<file path="config.mk">
export PLATFORM = sky130hd
export DESIGN_NAME = csbb_ctrl
export DESIGN_NICKNAME = d
export VERILOG_FILES = /design/src/design/csbb_pkg.sv /design/src/design/csbb_ctrl.sv
export SDC_FILE = /design/constraint.sdc
export NUM_CORES = 1
export LEC_CHECK = 0
export BUFFER_PORTS_ARGS = -buffer_cell sky130_fd_sc_hd__buf_4
export CELL_PAD_IN_SITES_DETAIL_PLACEMENT = 2
export CELL_PAD_IN_SITES_GLOBAL_PLACEMENT = 2
export CORE_ASPECT_RATIO = 0.75
export CORE_MARGIN = 2
export CORE_UTILIZATION = 22
export DETAILED_ROUTE_END_ITERATION = 12
export PLACE_DENSITY = 0.83
export SLEW_MARGIN = 20
export SYNTH_ARGS = -nofsm -noshare
export SYNTH_HDL_FRONTEND = slang
export SYNTH_SLANG_ARGS = --single-unit
</file>
<file path="constraint.sdc">
create_clock -name clk -period 1.4 [get_ports clk]
set_clock_uncertainty 0.2 [all_clocks]
set_input_delay 0.14 -clock clk [delete_from_list [all_inputs] [get_ports clk]]
set_output_delay 0.14 -clock clk [all_outputs]
set_load 0.005 [all_outputs]
</file>
<file path="src/design/csbb_pkg.sv">
// Shared types and constants for the circular sample buffer with bounds tracking.
`timescale 1ns / 1ps
`default_nettype none

package csbb_pkg;

  localparam int LEN_W  = 11;
  localparam int DATA_W = 32;

  // Operation codes carried by in_kind
  typedef enum logic [1:0] {
    KIND_PUT     = 2'd0,
    KIND_READ    = 2'd1,
    KIND_CLEAR   = 2'd2,
    KIND_RESTART = 2'd3
  } kind_t;

  // Register word indexes (byte address 4*i)
  localparam logic [1:0] REG_ADDRESSING = 2'd0;
  localparam logic [1:0] REG_LENGTH     = 2'd1;
  localparam logic [1:0] REG_PERIOD     = 2'd2;
  localparam logic [1:0] REG_START      = 2'd3;

  typedef struct packed {
    logic                     addressing_circular;
    logic [LEN_W-1:0]         buffer_length;
    logic [30:0]              sample_period;
    logic signed [DATA_W-1:0] start_time;
  } cfg_t;

  // Controller to datapath
  typedef struct packed {
    logic take;        // input word accepted this cycle
    logic put_do;      // old point data back from the store, commit the put
    logic rd_do;       // read data back from the store
    logic scan_start;  // arm the y rescan
    logic scan_run;    // rescan in progress
    logic sweep;       // zero one store entry
    logic load_out;    // load the result register
  } cmd_t;

  // Datapath to controller
  typedef struct packed {
    logic need_scan;
    logic scan_done;
    logic sweep_last;
  } sts_t;

endpackage

`default_nettype wire

</file>
<file path="src/design/csbb_ctrl.sv">
// Controller state machine: sequences puts, reads, rescans, store sweeps and result hand-off.
`timescale 1ns / 1ps
`default_nettype none

module csbb_ctrl (
  input  logic            clk,
  input  logic            rst_n,
  input  logic            in_valid,
  input  logic [1:0]      in_kind,
  output logic            in_stall,
  output logic            out_valid,
  input  logic            out_stall,
  input  csbb_pkg::sts_t  sts,
  output csbb_pkg::cmd_t  cmd
);

  import csbb_pkg::*;

  typedef enum logic [2:0] {
    S_CLEAR,
    S_IDLE,
    S_PUT,
    S_RD,
    S_SCAN,
    S_OUT
  } state_t;

  state_t state_r, state_nxt;
  logic   out_valid_r, out_valid_nxt;
  logic   reply_r, reply_nxt;
  logic   out_free;

  assign out_free = !out_valid_r || !out_stall;
  assign in_stall = (state_r != S_IDLE);
  assign out_valid = out_valid_r;

  always_comb begin
    state_nxt = state_r;
    reply_nxt = reply_r;
    cmd       = '0;
    unique case (state_r)
      S_IDLE: begin
        if (in_valid) begin
          cmd.take = 1'b1;
          unique case (kind_t'(in_kind))
            KIND_PUT:     state_nxt = S_PUT;
            KIND_READ:    state_nxt = S_RD;
            KIND_CLEAR: begin
              state_nxt = S_CLEAR;
              reply_nxt = 1'b1;
            end
            KIND_RESTART: state_nxt = S_OUT;
            default:      state_nxt = S_OUT;
          endcase
        end
      end
      S_PUT: begin
        cmd.put_do = 1'b1;
        if (sts.need_scan) begin
          cmd.scan_start = 1'b1;
          state_nxt      = S_SCAN;
        end else if (out_free) begin
          cmd.load_out = 1'b1;
          state_nxt    = S_IDLE;
        end else begin
          state_nxt = S_OUT;
        end
      end
      S_RD: begin
        cmd.rd_do = 1'b1;
        if (out_free) begin
          cmd.load_out = 1'b1;
          state_nxt    = S_IDLE;
        end else begin
          state_nxt = S_OUT;
        end
      end
      S_SCAN: begin
        cmd.scan_run = 1'b1;
        if (sts.scan_done) begin
          if (out_free) begin
            cmd.load_out = 1'b1;
            state_nxt    = S_IDLE;
          end else begin
            state_nxt = S_OUT;
          end
        end
      end
      S_CLEAR: begin
        cmd.sweep = 1'b1;
        if (sts.sweep_last) begin
          state_nxt = reply_r ? S_OUT : S_IDLE;
          reply_nxt = 1'b0;
        end
      end
      S_OUT: begin
        if (out_free) begin
          cmd.load_out = 1'b1;
          state_nxt    = S_IDLE;
        end
      end
      default: state_nxt = S_IDLE;
    endcase
  end

  assign out_valid_nxt = cmd.load_out ? 1'b1 : (out_stall ? out_valid_r : 1'b0);

  always_ff @(posedge clk) begin
    if (!rst_n) begin
      state_r     <= S_CLEAR;
      out_valid_r <= 1'b0;
      reply_r     <= 1'b0;
    end else begin
      state_r     <= state_nxt;
      out_valid_r <= out_valid_nxt;
      reply_r     <= reply_nxt;
    end
  end

`ifndef NO_ASSERTIONS
  a_load_when_free: assert property (@(posedge clk) disable iff (!rst_n)
    cmd.load_out |-> out_free)
    else $error("result loaded over a stalled word");

  a_take_leaves_idle: assert property (@(posedge clk) disable iff (!rst_n)
    cmd.take |=> (state_r != S_IDLE))
    else $error("accepted word did not start work");

  a_scan_follows_put: assert property (@(posedge clk) disable iff (!rst_n)
    cmd.scan_start |=> (state_r == S_SCAN) && !out_valid_nxt || (state_r == S_SCAN))
    else $error("rescan armed but not entered");
`endif

endmodule

`default_nettype wire

</file>
# Yosys cells after proc, flatten, opt, wreduce, memory -nomap -nowiden
# Cells that the tools add are included.
[classes]
eq_ne = 15
n_mux = 27
reduce_logical = 9
[ops]
columns = ["op", "count"]
rows = [
  ["$mux W3", 7],
  ["$pmux W3 S6", 1],
  ["$mux W1", 16],
  ["$pmux W3 S4", 1],
  ["$ne A2 B2 Y1 const B", 4],
  ["$reduce_and A4 Y1", 2],
  ["$eq A3 B2 Y1 const B", 2],
  ["$eq A3 B3 Y1 const B", 2],
  ["$eq A2 B2 Y1 const B", 2],
  ["$ne A2 B1 Y1 const B", 2],
  ["$eq A3 B1 Y1 const B", 1],
  ["$logic_not A3 Y1", 1],
  ["$ne A3 B1 Y1 const B", 1],
  ["$pmux W1 S3", 1],
  ["$eq A2 B1 Y1 const B", 1],
  ["$logic_not A1 Y1", 2],
  ["$logic_not A2 Y1", 1],
  ["$pmux W1 S2", 1],
  ["$reduce_bool A2 Y1", 1],
  ["$reduce_or A2 Y1", 1],
  ["$logic_or A1 B1 Y1", 1],
]
[totals]
register_bits = 5
in_bits = 9

# Logic depth before layout (Yosys ltp)
[depth]
ltp_word = 6
depth_mapped = 5
ltp_nobuf = 4

# Least setup slack after synthesis
# OpenSTA, ideal clock, no wires.
[synth_path]
path_kind = "flip-flop to output port"
startpoint = "reg state_r[0]"
endpoint = "out cmd[0] (netlist bit)"
arrival_time_ps = 980
t_required_ps = 1060
path_slack_ps = 80
stages_incl_launch_ff = 6
path_buffers = 2
cell_sequence = "dfxtp_1 > buf_4 > nor2_1 > o22a_1 > nor2_1 > buf_4"
[synth_rtl]
columns = ["element", "line", "text"]
rows = [
  ["start, declared", "csbb_ctrl.sv:28", "state_t state_r, state_nxt;"],
  ["start signal, assigned", "csbb_ctrl.sv:114", "state_r <= state_nxt;"],
  ["end, declared", "csbb_ctrl.sv:14", "output csbb_pkg::cmd_t cmd"],
]

==> flow_summary.ini <==
[worst_setup_path]
crit_arrival_ps = 1220
critPathMaxStageDelay_ps = 360
worst_path_maximum_fanout = 5
cp_slowest_cell = sky130_fd_sc_hd__dfxtp_4
reg2reg_depth = 5
startpoint = state_r[0]
cp.buffers_inverters = 1
cp_startpoint_kind = flop
timing.critical_path.max_delay_family = flip-flops
worst-r2r-setup-slack_ps = -50
worstReg2RegEnd = state_r[0]
worstSetupPathType = flop to output port
timing.critical_path.depth = 5
worstSetupEndpoint = cmd[0]
worstPathRequired_ps = 1060
end_kind = output port
worstReg2RegStart = state_r[0]
crit_chain = nand2b_4, nand2_2, o22a_1, nor2_1, buf_4

[detailed_routing]
wl_per_cell_um = 18.0
dr.first_iter.drc_count = 0
detail_route.first_pass.iterations = 1
routed_wl_um = 1940
antenna_left = 0
via_per_inst = 4.89
detailroute.via_count = 528
route.detailed.drc = 0

[grt]
grt_antenna_before_repair = 0
globalRoute.totalOverflow = 0
grt_max_degree = 11
globalRouteTotalUtil = 0.193
first_global_vias = 541
grt_first_pass_wirelength_um = 2770

[clocking]
cts.path.max_buffers = 2
tritoncts = yes
clk_pin_slew_worst_paths_ps = 40
cts-buffers-inserted = 3
clock_latency_ps = 250
tritoncts_num_sinks = 5
clock_tree.root_cell = sky130_fd_sc_hd__clkbuf_4
cts_htree_levels = 1

[min_path]
worst_hold_path_type = primary input to flop
timing.hold.worst_path_depth = 3

[synthesis]
synth-compound-area-share = 0.238
synthesized_nets = 62
synthesis.area_per_instance_um2 = 7.55
post_synth_and_or_nand_nor_area_fraction = 0.372
multiplexer_share_of_the_synthesized_area = 0.0281
netlist_instances = 53
synth_largest_type_area_fraction = 0.250
yosys.area_share.xor_xnor = 0
register_area_share_after_synthesis = 0.250
synth_warnings = 0
synth_cell_types = 27
synth_top_family_by_area = simple AND/OR/NAND/NOR gates
synthAdderAreaFrac = 0
synth.ff_latch_count = 5
cell_taking_the_most_area_after_synthesis = sky130_fd_sc_hd__dfxtp_1
post_synth_main_area_contributors = sky130_fd_sc_hd__dfxtp_1, sky130_fd_sc_hd__a21oi_1, sky130_fd_sc_hd__buf_4
syn_area_um2 = 400

[floorplan]
initial_core_util = 0.232
core_region_area_um2 = 1720
floorplan.die_area_um2 = 2180
die-width_um = 53.3
core_rows = 13
die-height_um = 40.9
io_pins = 18

[sta]
finalHoldViolations = 0
worst_slew_pin_slew_ps = 285
slew_headroom = 0.809
share_of_the_cycle_needed_by_the_critical_path_after_routing = 1.12
rsz0062_at_grt = yes
clock.fmax_mhz = 640
drv_slew = 0
finalWorstSetupSlack_ps = -163
tns_ps = -853
layout_min_cycle_time_ps = 1560
number_of_setup_violations_in_the_final_report = 11

[pwr]
switching_share = 0.322
ir_worst_vdd_mv = 0.429
net-switching-power_w = 0.000184
clockPowerShare = 0.312
power.leakage_nw = 0.338
internal-power_w = 0.000386
fin_total_pwr_w = 0.000570
share_comb_of_total_power = 0.406
power_frac_seq = 0.281
power_dens_cells_nw_per_um2 = 722

[outcome]
outcome = complete, but fails checks
failed_checks = negative setup slack

[placed_design]
numPortBuffers = 17
place.detailed.hpwl_um = 1280
final_gp_congestion = 0.786
post_dp_cell_area_um2 = 567

[final_layout]
final_layout_size_suffix_gt1_frac = 0.616
synthToLayoutAreaGrowth_pct = 97.2
final_instance_area_um2 = 790
layout.cells.most_common_list = sky130_fd_sc_hd__buf_4, sky130_fd_sc_hd__buf_6, sky130_fd_sc_hd__a21oi_1
n_antenna_cell = 0
final_nets = 96
commonest_non_fill_non_tap_cell_in_the_layout = sky130_fd_sc_hd__buf_4

[job]
max-cap-violations = 0
==> layout make-up <==
type                            instances  area [um^2]
Clock buffer                            4         26.3
Inverter                                3         11.3
Sequential cell                         5          111
Multi-Input combinational cell         41          339
Tap cell                               22         27.5
Timing Repair Buffer                   33          274
Fill cell                             194          935
==> power groups by stage <==
| stage | combinational, W | sequential, W | clock, W |
|---|---|---|---|
| 2_1_floorplan | 0.0000793 | 0.000159 | 0 |
| 3_3_place_gp | 0.000142 | 0.000162 | 0 |
| 3_5_place_dp | 0.000148 | 0.000163 | 0 |
| 4_1_cts | 0.000191 | 0.000160 | 0.000184 |
| 5_1_grt | 0.000249 | 0.000162 | 0.000195 |
| 6_report | 0.000232 | 0.000160 | 0.000178 |
==> cell families after synthesis <==
logic type,Yosys count
compound gates,14
buf+inv,7
flops,5
mux,1
simple gates,26
==> worst register-to-register path, delay by kind of cell, from the launching register on <==
kind	cells	cell delay (ps)
and+or+nand+nor	2	400
DFF	1	350
AOI/OAI and AO/OA	2	200
buffers and inverters	1	190
==> synth_stat cells <==
library cell,n
sky130_fd_sc_hd__o22a_1,1
sky130_fd_sc_hd__inv_1,2
sky130_fd_sc_hd__buf_6,1
sky130_fd_sc_hd__and2_4,1
sky130_fd_sc_hd__a221oi_2,1
sky130_fd_sc_hd__o21ai_1,2
sky130_fd_sc_hd__nor3b_1,1
sky130_fd_sc_hd__nor2_4,1
sky130_fd_sc_hd__a21oi_1,5
sky130_fd_sc_hd__dfxtp_1,5
sky130_fd_sc_hd__nand2b_2,1
sky130_fd_sc_hd__clkinv_1,1
sky130_fd_sc_hd__a221oi_1,1
sky130_fd_sc_hd__nand3_1,2
sky130_fd_sc_hd__nand3b_1,1
sky130_fd_sc_hd__and2_1,2
sky130_fd_sc_hd__nor3_1,1
sky130_fd_sc_hd__nand4b_1,1
sky130_fd_sc_hd__o32ai_1,1
sky130_fd_sc_hd__o311ai_1,1
sky130_fd_sc_hd__mux2_1,1
sky130_fd_sc_hd__nor2_1,6
sky130_fd_sc_hd__nand2_1,4
sky130_fd_sc_hd__buf_4,3
sky130_fd_sc_hd__nand2b_1,3
sky130_fd_sc_hd__o21ai_0,2
sky130_fd_sc_hd__and3_1,2
==> how the worst min path moves through the flow <==
| stage | startpoint | end | slack (ps) |
|---|---|---|---|
| after floorplan | in_kind[1] | state_r[1] | 20 |
| after global placement | in_kind[1] | state_r[1] | 150 |
| after detailed placement | in_kind[1] | state_r[1] | 150 |
| after CTS | out_stall | out_valid | 1 |
| after global routing | out_stall | out_valid | 40 |
| final | out_stall | out_valid | 30 |
==> what timing repair did <==
action,in CTS,in global routing
resized for setup,20,10
endpoints found under the setup margin,12,12
buffers inserted,3,4
hold endpoints to repair,4,0
pin swaps,5,6
hold buffers,3,0
==> metrics by stage <==
stage	hold slack [ps]	cells	util	worst slack [ps]
4_1_cts	1.09	104	0.418	-176
2_1_floorplan	16.1	53	-	80.4
3_3_place_gp	147	94	0.329	-45.3
3_5_place_dp	149	94	0.329	-42.9
6_report	30.6	108	0.458	-163
5_1_grt	44.5	108	0.458	-209
==> per-layer routing <==
| layer | global-route usage | wire [um] | vias to the layer above |
|---|---|---|---|
| li1 | - | - | 252 |
| met1 | 0.218 | 790 | 257 |
| met2 | 0.367 | 1030 | 17 |
| met3 | 0.0693 | 91 | 2 |
| met4 | 0.0192 | 28 | 0 |
| met5 | 0 | 0 | - |
==> flip-flops by register name, indices dropped and copies added, names as in the netlist <==
name       flops
state_r        3
reply_r        1
out_valid      1
No activity file was read; power rests on OpenSTA's default activity.
